**src/rtl/assert_macros.svh**
```systemverilog
// Assertion macros used by the top level of the nearest-symbol grid search RTL.
// Each macro expects clk and rst_n to be visible at the point of use.
`ifndef ASSERT_MACROS_SVH
`define ASSERT_MACROS_SVH

// Property that must hold at every clock edge outside reset.
`define NSGS_ASSERT(name, prop, msg) \
    name: assert property (@(posedge clk) disable iff (!rst_n) prop) \
        else $error(msg);

// Condition that must be followed by a consequence in the next cycle.
`define NSGS_ASSERT_NEXT(name, ante, cons, msg) \
    name: assert property (@(posedge clk) disable iff (!rst_n) (ante) |=> (cons)) \
        else $error(msg);

`endif

```
**src/rtl/nsgs_pkg.sv**
```systemverilog
// Package of the nearest-symbol grid search: types, codes and constants.
// No dependencies; the front end, command queue, scan engine and top level import it.
`timescale 1ns / 1ps

package nsgs_pkg;

    localparam logic KIND_WRITE = 1'b0;
    localparam logic KIND_QUERY = 1'b1;

    localparam int CFG_INDEX_W = 2;
    localparam int CFG_DATA_W  = 10;

    localparam logic [CFG_INDEX_W-1:0] CFG_IDX_GRID_WIDTH     = 2'd0;
    localparam logic [CFG_INDEX_W-1:0] CFG_IDX_GRID_HEIGHT    = 2'd1;
    localparam logic [CFG_INDEX_W-1:0] CFG_IDX_DISTANCE_LIMIT = 2'd2;

    localparam logic [6:0] GRID_WIDTH_RESET     = 7'd64;
    localparam logic [6:0] GRID_HEIGHT_RESET    = 7'd64;
    localparam logic [9:0] DISTANCE_LIMIT_RESET = 10'd1000;

    localparam logic [6:0] DISTANCE_SAT = 7'd127;

    localparam int CMD_DEPTH = 4;
    localparam int CMD_PTR_W = 2;
    localparam int CMD_CNT_W = 3;

    typedef struct packed {
        logic [6:0] grid_width;
        logic [6:0] grid_height;
        logic [9:0] distance_limit;
    } cfg_t;

    typedef struct packed {
        logic       kind;
        logic [5:0] col;
        logic [5:0] row;
        logic [7:0] symbol;
    } cmd_t;

    typedef struct packed {
        logic scanning;
        logic loading;
    } status_t;

    typedef enum logic [1:0] {
        ST_IDLE,
        ST_SCAN,
        ST_DRAIN,
        ST_FINISH
    } back_state_t;

endpackage

```
**src/rtl/nsgs_cmd_fifo.sv**
```systemverilog
// Short command queue between the front end and the scan engine.
// Depends on nsgs_pkg for the command type and depth.
`timescale 1ns / 1ps

module nsgs_cmd_fifo
    import nsgs_pkg::*;
(
    input  logic clk,
    input  logic rst_n,
    input  logic push,
    input  cmd_t push_data,
    output logic full,
    input  logic pop,
    output cmd_t pop_data,
    output logic empty
);

    cmd_t                 slot_reg [CMD_DEPTH];
    logic [CMD_PTR_W-1:0] wr_ptr_reg;
    logic [CMD_PTR_W-1:0] wr_ptr_next;
    logic [CMD_PTR_W-1:0] rd_ptr_reg;
    logic [CMD_PTR_W-1:0] rd_ptr_next;
    logic [CMD_CNT_W-1:0] count_reg;
    logic [CMD_CNT_W-1:0] count_next;

    assign full     = (count_reg == CMD_CNT_W'(CMD_DEPTH));
    assign empty    = (count_reg == '0);
    assign pop_data = slot_reg[rd_ptr_reg];

    always_comb
    begin
        wr_ptr_next = push ? wr_ptr_reg + 1'b1 : wr_ptr_reg;
        rd_ptr_next = pop ? rd_ptr_reg + 1'b1 : rd_ptr_reg;
        count_next  = count_reg;
        if (push && !pop)
        begin
            count_next = count_reg + 1'b1;
        end
        else if (pop && !push)
        begin
            count_next = count_reg - 1'b1;
        end
    end

    always_ff @(posedge clk or negedge rst_n)
    begin
        if (!rst_n)
        begin
            wr_ptr_reg <= '0;
            rd_ptr_reg <= '0;
            count_reg  <= '0;
        end
        else
        begin
            wr_ptr_reg <= wr_ptr_next;
            rd_ptr_reg <= rd_ptr_next;
            count_reg  <= count_next;
        end
    end

    always_ff @(posedge clk)
    begin
        if (push)
        begin
            slot_reg[wr_ptr_reg] <= push_data;
        end
    end

endmodule

```
**config.mk**
```make
export PLATFORM = sky130hd
export DESIGN_NAME = nsgs_cmd_fifo
export DESIGN_NICKNAME = d
export VERILOG_FILES = /design/src/rtl/assert_macros.svh /design/src/rtl/nsgs_pkg.sv /design/src/rtl/nsgs_cmd_fifo.sv
export SDC_FILE = /design/constraint.sdc
export NUM_CORES = 1
export LEC_CHECK = 0
export BUFFER_PORTS_ARGS = -buffer_cell sky130_fd_sc_hd__buf_4
export CAP_MARGIN = 20
export CORE_MARGIN = 5
export CORE_UTILIZATION = 45
export DETAILED_ROUTE_END_ITERATION = 12
export PLACE_DENSITY_LB_ADDON = 0.12
export SETUP_SLACK_MARGIN = 0.15
export SYNTH_ARGS = -nofsm -noshare
export SYNTH_HDL_FRONTEND = slang
export SYNTH_SLANG_ARGS = --single-unit
```
**constraint.sdc**
```tcl
create_clock -name clk -period 3.1 [get_ports clk]
set_clock_uncertainty 0.2 [all_clocks]
set_input_delay 0.465 -clock clk [delete_from_list [all_inputs] [get_ports clk]]
set_output_delay 0.465 -clock clk [all_outputs]
set_load 0.005 [all_outputs]
```
[Word-level counts from Yosys, hierarchy flattened]
Memory sizes are Yosys's and may differ from the RTL's.
Cells that the tools add are included.
Operators by class
  add/subtract/negate cells: 4
  equality and inequality tests: 1
  muxes and demuxes: 4
  reduce and logical (&&, ||, !) cells: 6
Operators with widths (number)
  3-bit two-way mux: 2
  2-bit by 1-bit adder with 2-bit output (second input constant): 2
  3-bit by 1-bit adder with 3-bit output (second input constant): 1
  3-bit == test (second input constant): 1
  3-bit logical NOT: 1
  3-bit by 1-bit subtractor with 3-bit output (second input constant): 1
  1-bit logical AND: 2
  1-bit logical NOT: 2
  1-bit two-way mux: 2
  2-bit nonzero test: 1
Storage, ports and cells
  flip-flop bits (word level): 7
  memory bits (writable): 84
  bits of input ports: 25
  output and inout port bits: 23
  logic and storage cells: 19
  memories kept: 1
Memories
  slot_reg: words 4, width 21, read ports 1, clocked after Yosys merged registers in 0, write ports 1, line nsgs_cmd_fifo.sv:18  | cmd_t slot_reg [CMD_DEPTH];

[Logic depth before layout (Yosys ltp)]
  depth in word-level cells: 4
  depth in mapped cells: 7
  gate-level depth less buffers: 7

[Worst setup path before layout]
OpenSTA, ideal clock, no wires.
  path kind: input port to flip-flop
  start point: input pop
  end point: register count_reg[2]
  setup time: 79 ps
  data arrival time: 1471 ps
  data required time: 2821 ps
  slack: 1350 ps
  cell stages on the path: 7
  path buffers: 0
  cell sequence: inv_1 ha_1 inv_1 fa_1 xor2_1 nor2_1 xor2_1
On the way
  word-level cells in the longest chain between the ends: 3
  elaborated cells on any way between the ends: 5
  those cells by class: 1 x mux; 4 x reduce/logical
Ends and longest elaborated chain
  start: declaration: line nsgs_cmd_fifo.sv:13  | input logic pop,
  1-bit logical NOT: line nsgs_cmd_fifo.sv:35  | if (push && !pop)
  1-bit logical AND: line nsgs_cmd_fifo.sv:35
  3-bit two-way mux / 2-bit nonzero test (equally long branches)
  end signal: assignment: line nsgs_cmd_fifo.sv:57  | count_reg <= count_next;
  end: declaration: line nsgs_cmd_fifo.sv:23  | logic [CMD_CNT_W-1:0] count_reg;
Parallel ways exist; a longest one is shown, timed or not.
A chain may end at the register's enable or synchronous reset.

==> impl_metrics.py <==
metrics = {
    "outcome": {
        "status": "finished clean",
    },
    "floorplanning": {
        "design.core.area_sq_um": 7607,
        "dieArea_sq_um": 9538,
        "rows": 32,
        "io_pins": 48,
        "die_x_um": 97.67,
        "start_util": 0.4546,
        "die_h_um": 97.67,
    },
    "cells_and_area": {
        "largest_reg_flops": 84,
        "final_cells": 311,
        "n_antenna_cell": 0,
        "area_growth_pct": 19.68,
        "nets": 235,
        "final_core_util": 0.5441,
        "drive_above_1_share": 0.4163,
        "final_area_sq_um": 4139,
    },
    "sta": {
        "finalHoldViolations": 0,
        "worst_pin_slew_ns": 0.5766,
        "final_max_slew_viol_count": 0,
        "setup_viol": 0,
        "max-slew-margin-rel": 0.6156,
        "fmax_mhz": 404.4,
        "finalCriticalPeriod_ns": 2.473,
        "finalCritPeriodShare": 0.7976,
        "rsz0062_at_grt": "no",
        "tns_ns": 0,
    },
    "setup_path": {
        "cp_slowest_cell": "mux4_2",
        "arrival_ns": 1.81,
        "path_max_fanout": 19,
        "crit_required_ns": 2.43,
        "endpoint_kind": "output pin",
        "cp-start-kind": "flop",
        "slowest_delay_ns": 0.54,
        "critPathKind": "reg -> out",
        "cp_cell_sequence": "buf_12, mux4_2, buf_4",
    },
    "synthesis": {
        "synth_cell_types": 19,
        "synth_edf_count": 84,
        "ys_seq_area_frac": 0.7800,
        "post-synth-top-count-cell": "edfxtp_1",
        "ys_warn_count": 0,
        "synth_top_area_frac": 0.7294,
        "syn_nets": 175,
        "postSynthAreaPerCell_sq_um": 24.02,
        "synthTopCellsByCount": "edfxtp_1 (84), mux4_2 (18), dfrtp_1 (7)",
        "yosys_most_used_dff": "edfxtp_1",
        "ys_top_cells_by_area": "edfxtp_1 (73%), mux4_2 (12%), dfrtp_1 (5.1%), mux4_1 (2.3%), ha_1 (1.8%)",
        "yosys_register_bits": 91,
        "synth.largest_area_cell": "edfxtp_1",
        "syn_inst": 144,
        "synthesis.area_sq_um": 3458,
        "async_flop_share": 0.07692,
    },
    "clocking": {
        "insertion_delay_ns": 0.33,
        "post-cts-setup-buffer-count": 0,
        "cts_tree": "done",
        "htreeDepth": 3,
        "clock-root-buffer": "clkbuf_8",
        "ctsResizeCount": 0,
        "cts_sinks": 91,
        "clk_pin_slew_ns": 0.08,
        "clockBufferDepth": 2,
        "cts-buffers-inserted": 9,
    },
    "route": {
        "drt-total-wl_um": 5657,
        "ant_nets": 0,
        "drtPass1Iterations": 4,
        "wl_per_cell_um": 18.19,
        "dr_total_vias": 1543,
        "vias_per_cell": 4.961,
        "drc": 0,
        "first_iter_violations": 25,
    },
    "global_routing": {
        "grt_usage": 0.1310,
        "grt_use_met3": 0.02943,
        "grt-busiest-layer": "met2",
        "first_global_vias": 1759,
        "globalRouteMet2Util": 0.2193,
        "overflow": 0,
        "grt_pass1_wl_um": 9404,
        "antenna_found_initial": 0,
        "grt_max_degree": 20,
        "use_met1": 0.1633,
    },
    "hold_path": {
        "min_path_type": "in -> reg",
    },
    "pwr": {
        "power_density_nw_per_um2": 867.3,
        "p_leak_nw": 1.465,
        "vdd_drop_max_mv": 0.3671,
        "finalPower_mw": 3.590,
    },
    "place": {
        "dp_hpwl_um": 3782,
        "dp.cells": 294,
        "place_congestion": 0.6928,
        "io_buffers": 47,
        "placed_area_sq_um": 3935,
    },
    "flow_run": {
        "drv_cap": 0,
    },
}
area by class of cell:
type                       instances  area [sq um]
multi-input combinational         44         684.4
inverter                           4         15.01
sequential                        91          2698
clock inverter                     6         66.31
fill                             604          3468
tap                              102         127.6
clock buffer                      10         127.6
timing repair buffer              54         420.4
placed cells by master (no fill, tap or decap), drive strengths merged:
cell type	count
xor2	4
clkinv	2
dlygate4sd3	1
nor3b	1
xnor2	2
dfrtp	7
inv	4
bufinv	1
buf	53
fa	1
edfxtp	84
mux4	21
nand2	2
clkinvlp	3
ha	5
nor3	1
o21ai	1
clkbuf	10
and2	4
nor2	1
mux2	1
cell families (layout without fill, tap and decap cells):
family,count (synthesis),after routing,share of synthesized area
compound gates,1,1,0.001446
xor+xnor,6,6,0.01520
fa+ha+maj,6,6,0.02388
buf+inv,9,74,0.02207
flops,91,91,0.7800
mux,22,22,0.1433
simple gates,9,9,0.01411
per-stage QoR:
| stage | worst slack [ns] | hold WS (ns) |
|---|---|---|
| CTS | 0.5828 | 0.09945 |
| global placement | 0.9952 | 0.08252 |
| floorplan | 1.350 | -0.03059 |
| detailed placement | 0.9655 | 0.08468 |
| global route | 0.5418 | 0.09683 |
| finish | 0.6273 | 0.1217 |
where the power goes:
group	total (mW)	internal (mW)	switching, mW
registers	1.74	1.62	0.122
clock network	0.756	0.372	0.383
logic	1.10	0.629	0.467
layer usage:
metal / share of wire / up-vias
met3: 0.036 / 4
li1: - / 707
met5: 0 / -
met4: 0.0074 / 0
met1: 0.41 / 799
met2: 0.55 / 33
worst paths after layout:
check                                          start                        end  slack, ns  cells after the start
max reg2reg                wr_ptr_reg[0]$_DFFE_PN0P_  slot_reg[0][13]$_DFFE_PP_       1.11                      4
min                                     push_data[2]   slot_reg[0][2]$_DFFE_PP_       0.12                      1
min in group asynchronous                      rst_n   count_reg[2]$_DFFE_PN0P_       0.27                      2
max in group asynchronous                      rst_n  wr_ptr_reg[0]$_DFFE_PN0P_       2.31                      2
min reg2reg                 count_reg[2]$_DFFE_PN0P_   count_reg[2]$_DFFE_PN0P_       0.29                      1
max                        rd_ptr_reg[0]$_DFFE_PN0P_               pop_data[13]       0.63                      3
critical path, delay by kind of cell, from the launching register on:
family,cells,cell delay (ns)
mux,1,0.54
flops,1,0.53
buf+inv,2,0.40
timing repair:
action | 4_1_cts | 5_1_grt
endpoints found under the setup margin | 0 | 0
hold buffers | 1 | 0
hold endpoints to repair | 7 | 0
Power figures use the tool's default switching activity.
